<file path="src/hw/rtl/e2b_pkg.sv">
// Shared constants and helper functions for the Euler-angle to basis-vector block.
package e2b_pkg;

    localparam int ANG_W       = 18;
    localparam int ANGLE_FULL  = 92160;
    localparam int ANGLE_QTR   = 23040;
    localparam int DEF_OUT_W   = 16;
    localparam int DEF_STEPS   = 16;
    localparam int MAX_STEPS   = 32;
    localparam int CW          = 34;  // Q2.30 plus guard bits for CORDIC
    localparam logic signed [CW-1:0] CORDIC_GAIN = 34'sd652032874;
    localparam logic [47:0] ANG_K = 48'd4797524517;

    typedef logic signed [CW-1:0] cval_t;

    typedef struct packed {
        cval_t  x;
        cval_t  y;
        cval_t  z;
        logic [1:0] q;
    } cordic_t;

    function automatic cval_t atan_q30(input int i);
        cval_t v;
        case (i)
            0:  v = 34'sd843314857;
            1:  v = 34'sd497837829;
            2:  v = 34'sd263043837;
            3:  v = 34'sd133525159;
            4:  v = 34'sd67021687;
            5:  v = 34'sd33543516;
            6:  v = 34'sd16775851;
            7:  v = 34'sd8388437;
            8:  v = 34'sd4194283;
            9:  v = 34'sd2097149;
            default: v = (i < 31) ? (cval_t'(1) <<< (30 - i)) : cval_t'(0);
        endcase
        return v;
    endfunction

    // Q2.30 product rounded back to Q2.30
    function automatic cval_t qmul(input cval_t a, input cval_t b);
        logic signed [2*CW-1:0] p;
        p = a * b + (68'sd1 <<< 29);
        return cval_t'(p >>> 30);
    endfunction

endpackage

</file>
<file path="src/hw/rtl/e2b_reduce.sv">
// Angle wrap, quadrant split and residue scaling to Q2.30 radians.
module e2b_reduce
    import e2b_pkg::*;
(
    input  logic                    aclk,
    input  logic                    en,
    input  logic signed [ANG_W-1:0] ang,
    output cordic_t                 cell_out
);
    logic signed [ANG_W:0] w1, w2;
    logic [16:0]  a_reg;
    logic [1:0]   q;
    logic [14:0]  r;
    logic [16:0]  t1, t2;
    logic [62:0]  prod;

    // input range is -131072..131071, so at most two adds/subtracts of 360 deg
    always_comb begin
        w1 = ang;
        if (w1 < 0) w1 = w1 + (ANG_W+1)'(ANGLE_FULL);
        if (w1 < 0) w1 = w1 + (ANG_W+1)'(ANGLE_FULL);
        if (w1 >= (ANG_W+1)'(ANGLE_FULL)) w1 = w1 - (ANG_W+1)'(ANGLE_FULL);
        w2 = w1;
    end

    always_ff @(posedge aclk) begin
        if (en) a_reg <= w2[16:0];
    end

    always_comb begin
        t1 = a_reg;
        q  = 2'd0;
        if (t1 >= 17'(2*ANGLE_QTR)) begin
            t1 = t1 - 17'(2*ANGLE_QTR);
            q[1] = 1'b1;
        end
        t2 = t1;
        if (t2 >= 17'(ANGLE_QTR)) begin
            t2 = t2 - 17'(ANGLE_QTR);
            q[0] = 1'b1;
        end
        r    = t2[14:0];
        prod = 63'(r) * 63'(ANG_K) + 63'd32768;
    end

    always_ff @(posedge aclk) begin
        if (en) begin
            cell_out.x <= CORDIC_GAIN;
            cell_out.y <= '0;
            cell_out.z <= cval_t'(prod >> 16);
            cell_out.q <= q;
        end
    end
endmodule

</file>
<file path="src/hw/rtl/e2b_cordic_cell.sv">
// One CORDIC rotation cell: a single micro-rotation, registered.
module e2b_cordic_cell
    import e2b_pkg::*;
#(
    parameter int IDX = 0
) (
    input  logic    aclk,
    input  logic    en,
    input  cordic_t cell_in,
    output cordic_t cell_out
);
    cval_t dx, dy;
    localparam cval_t ATAN = atan_q30(IDX);

    assign dx = cell_in.y >>> IDX;
    assign dy = cell_in.x >>> IDX;

    always_ff @(posedge aclk) begin
        if (en) begin
            cell_out.q <= cell_in.q;
            if (!cell_in.z[CW-1]) begin
                cell_out.x <= cell_in.x - dx;
                cell_out.y <= cell_in.y + dy;
                cell_out.z <= cell_in.z - ATAN;
            end else begin
                cell_out.x <= cell_in.x + dx;
                cell_out.y <= cell_in.y - dy;
                cell_out.z <= cell_in.z + ATAN;
            end
        end
    end
endmodule

</file>
<file path="src/hw/rtl/e2b_sincos.sv">
// Angle reduction followed by a chain of CORDIC cells; yields sine and cosine.
module e2b_sincos
    import e2b_pkg::*;
#(
    parameter int CORDIC_STEPS = DEF_STEPS
) (
    input  logic                    aclk,
    input  logic                    en,
    input  logic signed [ANG_W-1:0] ang,
    output cval_t                   sin_o,
    output cval_t                   cos_o
);
    localparam int N = (CORDIC_STEPS > MAX_STEPS) ? MAX_STEPS : CORDIC_STEPS;
    cordic_t chain [N+1];

    e2b_reduce u_red (.aclk(aclk), .en(en), .ang(ang), .cell_out(chain[0]));

    for (genvar i = 0; i < N; i++) begin : g_cell
        e2b_cordic_cell #(.IDX(i)) u_cell (
            .aclk(aclk), .en(en), .cell_in(chain[i]), .cell_out(chain[i+1])
        );
    end

    always_ff @(posedge aclk) begin
        if (en) begin
            unique case (chain[N].q)
                2'd0: begin sin_o <= chain[N].y;  cos_o <= chain[N].x;  end
                2'd1: begin sin_o <= chain[N].x;  cos_o <= -chain[N].y; end
                2'd2: begin sin_o <= -chain[N].y; cos_o <= -chain[N].x; end
                default: begin sin_o <= -chain[N].x; cos_o <= chain[N].y; end
            endcase
        end
    end
endmodule

</file>
<file path="config.mk">
export PLATFORM = sky130hd
export DESIGN_NAME = e2b_sincos
export DESIGN_NICKNAME = d
export VERILOG_FILES = /design/src/hw/rtl/e2b_pkg.sv /design/src/hw/rtl/e2b_reduce.sv /design/src/hw/rtl/e2b_cordic_cell.sv /design/src/hw/rtl/e2b_sincos.sv
export SDC_FILE = /design/constraint.sdc
export NUM_CORES = 2
export LEC_CHECK = 0
export ABC_CLOCK_PERIOD_IN_PS = 12850
export BUFFER_PORTS_ARGS = -buffer_cell sky130_fd_sc_hd__buf_4
export CELL_PAD_IN_SITES_DETAIL_PLACEMENT = 1
export CELL_PAD_IN_SITES_GLOBAL_PLACEMENT = 2
export CORE_ASPECT_RATIO = 0.9
export CORE_UTILIZATION = 45
export CTS_CLUSTER_DIAMETER = 120
export DETAILED_ROUTE_END_ITERATION = 6
export PLACE_DENSITY_LB_ADDON = 0.1
export SETUP_SLACK_MARGIN = 0.02
export SLEW_MARGIN = 20
export SYNTH_ARGS = -nofsm -noshare
export SYNTH_HDL_FRONTEND = slang
export SYNTH_SLANG_ARGS = --single-unit
</file>
<file path="constraint.sdc">
create_clock -name aclk -period 12.85 [get_ports aclk]
set_clock_uncertainty 0.05 [all_clocks]
set_input_delay 1.9275 -clock aclk [delete_from_list [all_inputs] [get_ports aclk]]
set_output_delay 1.9275 -clock aclk [all_outputs]
set_load 0.005 [all_outputs]
</file>
==> results.sh <==
export IMPL_min_period_ps=9700
export IMPL_layout_drive_gt1_share=0.0464
export IMPL_hp_class="flip-flop to flip-flop"
export IMPL_fin_setup_tns_ps=0
export IMPL_pin_count=88
export IMPL_rsz0062_at_grt="false"
export IMPL_die_h_um=509
export IMPL_grt_overflow_total=0
export IMPL_gp_congestion=0.886
export IMPL_ys_flop_type="edfxtp_1"
export IMPL_cp_common_cell="fa_1"
export IMPL_reg_top3="g_cell.u_cell.cell_out (1381), u_red.cell_out (35)"
export IMPL_drtIter0Drc=6082
export IMPL_dp_hpwl_mm=313
export IMPL_grt_pass1_wl_mm=614
export IMPL_grt_pass1_vias=106000
export IMPL_cpPeakStageDelay_ps=790
export IMPL_avgRoutedWirePerCell_um=22.7
export IMPL_start_util=0.454
export IMPL_end_kind="flip-flop"
export IMPL_antenna_found_initial=4
export IMPL_vias_per_cell=5.90
export IMPL_cts_max_path_buffers=4
export IMPL_critPathMaxFanout=7
export IMPL_ys_seq_area_frac=0.351
export IMPL_num_vias=102000
export IMPL_final_hold_viol_count=0
export IMPL_min_delay_start="g_cell[12].u_cell.cell_out[0]"
export IMPL_cts_root_buf="clkbuf_16"
export IMPL_syn_num_nets=14900
export IMPL_cts_tree="done"
export IMPL_critPathKind="flip-flop to flip-flop"
export IMPL_wl_mm=392
export IMPL_synthArstFlopShare=0
export IMPL_startpoint_type="flip-flop"
export IMPL_die_w_um=565
export IMPL_final_nets=15000
export IMPL_fp_coreArea_sq_um=283000
export IMPL_clkTransAtPathRegs_ps=60
export IMPL_worst_pin_slew_ps=1160
export IMPL_final_antenna_net_count=0
export IMPL_r2r_cells=29
export IMPL_die_area_sq_um=288000
export IMPL_rows=185
export IMPL_area_growth_pct=8.73
export IMPL_post_cts_buffers=0
export IMPL_synth_edf_count=1501
export IMPL_finalSetupViolCount=0
export IMPL_io_buffers=87
export IMPL_fmax_mhz=103
export IMPL_cts_resized=0
export IMPL_avgSynthCellArea_sq_um=9.70
export IMPL_slowest_stage="xor2_1"
export IMPL_grt_total_usage=0.269
export IMPL_status="finished clean"
export IMPL_cp_startpoint="u_red.a_reg[10]"
export IMPL_clkSinkCount=1501
export IMPL_insertion_delay_ps=890
export IMPL_numCtsBuffers=185
export IMPL_crit_reg2reg_launch="u_red.a_reg[10]"
export IMPL_whs_path_depth=0
export IMPL_synth_warnings=0
export IMPL_firstDrtPassIters=5
export IMPL_htreeDepth=4
export IMPL_syn_inst=13300
export IMPL_cp_required_ps=13400
export IMPL_largest_reg_flops=1381
export IMPL_synth_seq_cells=1501
export IMPL_cts_hold_buf=0
export IMPL_cap_violations=0
export IMPL_fin_crit_sh=0.755
export IMPL_grt_max_degree=178
export IMPL_yosysUniqueCellTypes=108
export IMPL_regMostFlops="g_cell.u_cell.cell_out"
export IMPL_drc=0
export IMPL_syn_area_sq_um=129000
export IMPL_slew_viol_final=0
export IMPL_arrival_ps=10250
export IMPL_slew_headroom=0.222
[per-layer routing]
| metal | track usage | up-vias | part of all wire |
|---|---|---|---|
| met5 | 0 | - | 0 |
| met4 | 0.0546 | 0 | 0.020 |
| met3 | 0.0279 | 381 | 0.037 |
| met2 | 0.448 | 1539 | 0.47 |
| met1 | 0.377 | 51000 | 0.48 |
| li1 | - | 49000 | - |
[path summary, 6_finish.rpt]
| check | end | slack [ps] |
|---|---|---|
| setup / recovery | u_red.cell_out[32] | 3150 |
| hold / removal | g_cell[13].u_cell.cell_out[0] | 350 |
| setup reg to reg | u_red.cell_out[32] | 3150 |
| hold reg to reg | g_cell[13].u_cell.cell_out[0] | 350 |
[logic make-up (layout without fill, tap and decap cells)]
logic type,after synthesis,after routing,share of synthesized area
buffers and inverters,998,1263,0.0292
xor gates and xnor gates,1833,1833,0.125
adders and majority gates,1640,1640,0.170
DFF,1501,1501,0.351
other,0,5,0
and+or+nand+nor,3377,3377,0.127
muxes,109,109,0.00923
AOI/OAI and AO/OA,3798,3798,0.188
[cells in the final DEF, fill, tap and decap left out, types with 42 or more instances in the layout]
master	Yosys	routed
edfxtp_1	1501	1501
ha_1	1460	1460
a21oi_1	1345	1345
xnor2_1	1209	1209
nor2_1	1135	1135
inv_1	771	771
nand2_1	635	635
xor2_1	622	622
o21ai_0	602	602
a21o_1	541	541
nor3_1	381	380
o21a_1	216	216
nand3_1	199	199
clkbuf_16	0	187
nand2b_1	180	180
fa_1	180	180
o21bai_1	172	172
nor2b_1	159	159
buf_4	0	155
a31oi_1	136	136
a211oi_1	125	125
or3_1	112	112
and3_1	106	106
nand4_1	83	83
and2_1	81	81
nor4_1	80	79
o31ai_1	68	68
o211ai_1	67	67
or4_1	58	58
mux2_2	53	53
mux2i_1	53	53
o41ai_1	52	52
or2_2	45	45
o31a_1	42	42
[area by class of cell]
cell class	instances	area [sq um]
flip-flops and latches	1501	45100
fillers	31600	143000
diodes	5	12.5
repair buffers	159	1250
multi-input cells	10800	79800
clock inverters	105	1270
inverters	778	2920
clock buffers	221	4810
well taps	3740	4680
[metrics by stage]
step                cells   util  hold slack, ps  cell area, sq um  setup WS, ps
floorplan           13300      -             350            129000          4870
detailed placement  16900  0.472             356            134000          3090
finish              17300  0.494             350            140000          3150
CTS                 17300  0.494             342            140000          3030
global placement    16900  0.472             351            134000          3120
global route        17300  0.494             365            140000          2560
[cell usage after synthesis, drive strengths merged (85+ instances only)]
master	count	area, sq um
ha	1460	18300
a21oi	1350	6780
a21o	541	4060
o21bai	172	1290
nor4	85	563
edfxtp	1501	45100
nor2b	159	995
o21ai	619	3100
nor2	1137	4270
nand2b	180	1130
fa	180	3600
nor3	386	1970
and3	106	663
nand3	200	1010
a211oi	127	963
xor2	623	5460
inv	772	2900
o21a	216	1620
nand2	635	2380
clkbuf	171	642
a31oi	138	876
or3	112	701
xnor2	1210	10600
[critical path, delay by kind of cell (launching register included)]
family	cells	cell delay [ps]
buf+inv	2	120
simple gates	3	780
fa+ha+maj	7	3030
flops	1	480
compound gates	15	4040
xor+xnor	2	950
Power is left out: the tool's default activity adds up to more than one toggle a clock period on the data nets, which glitch-free logic cannot reach.
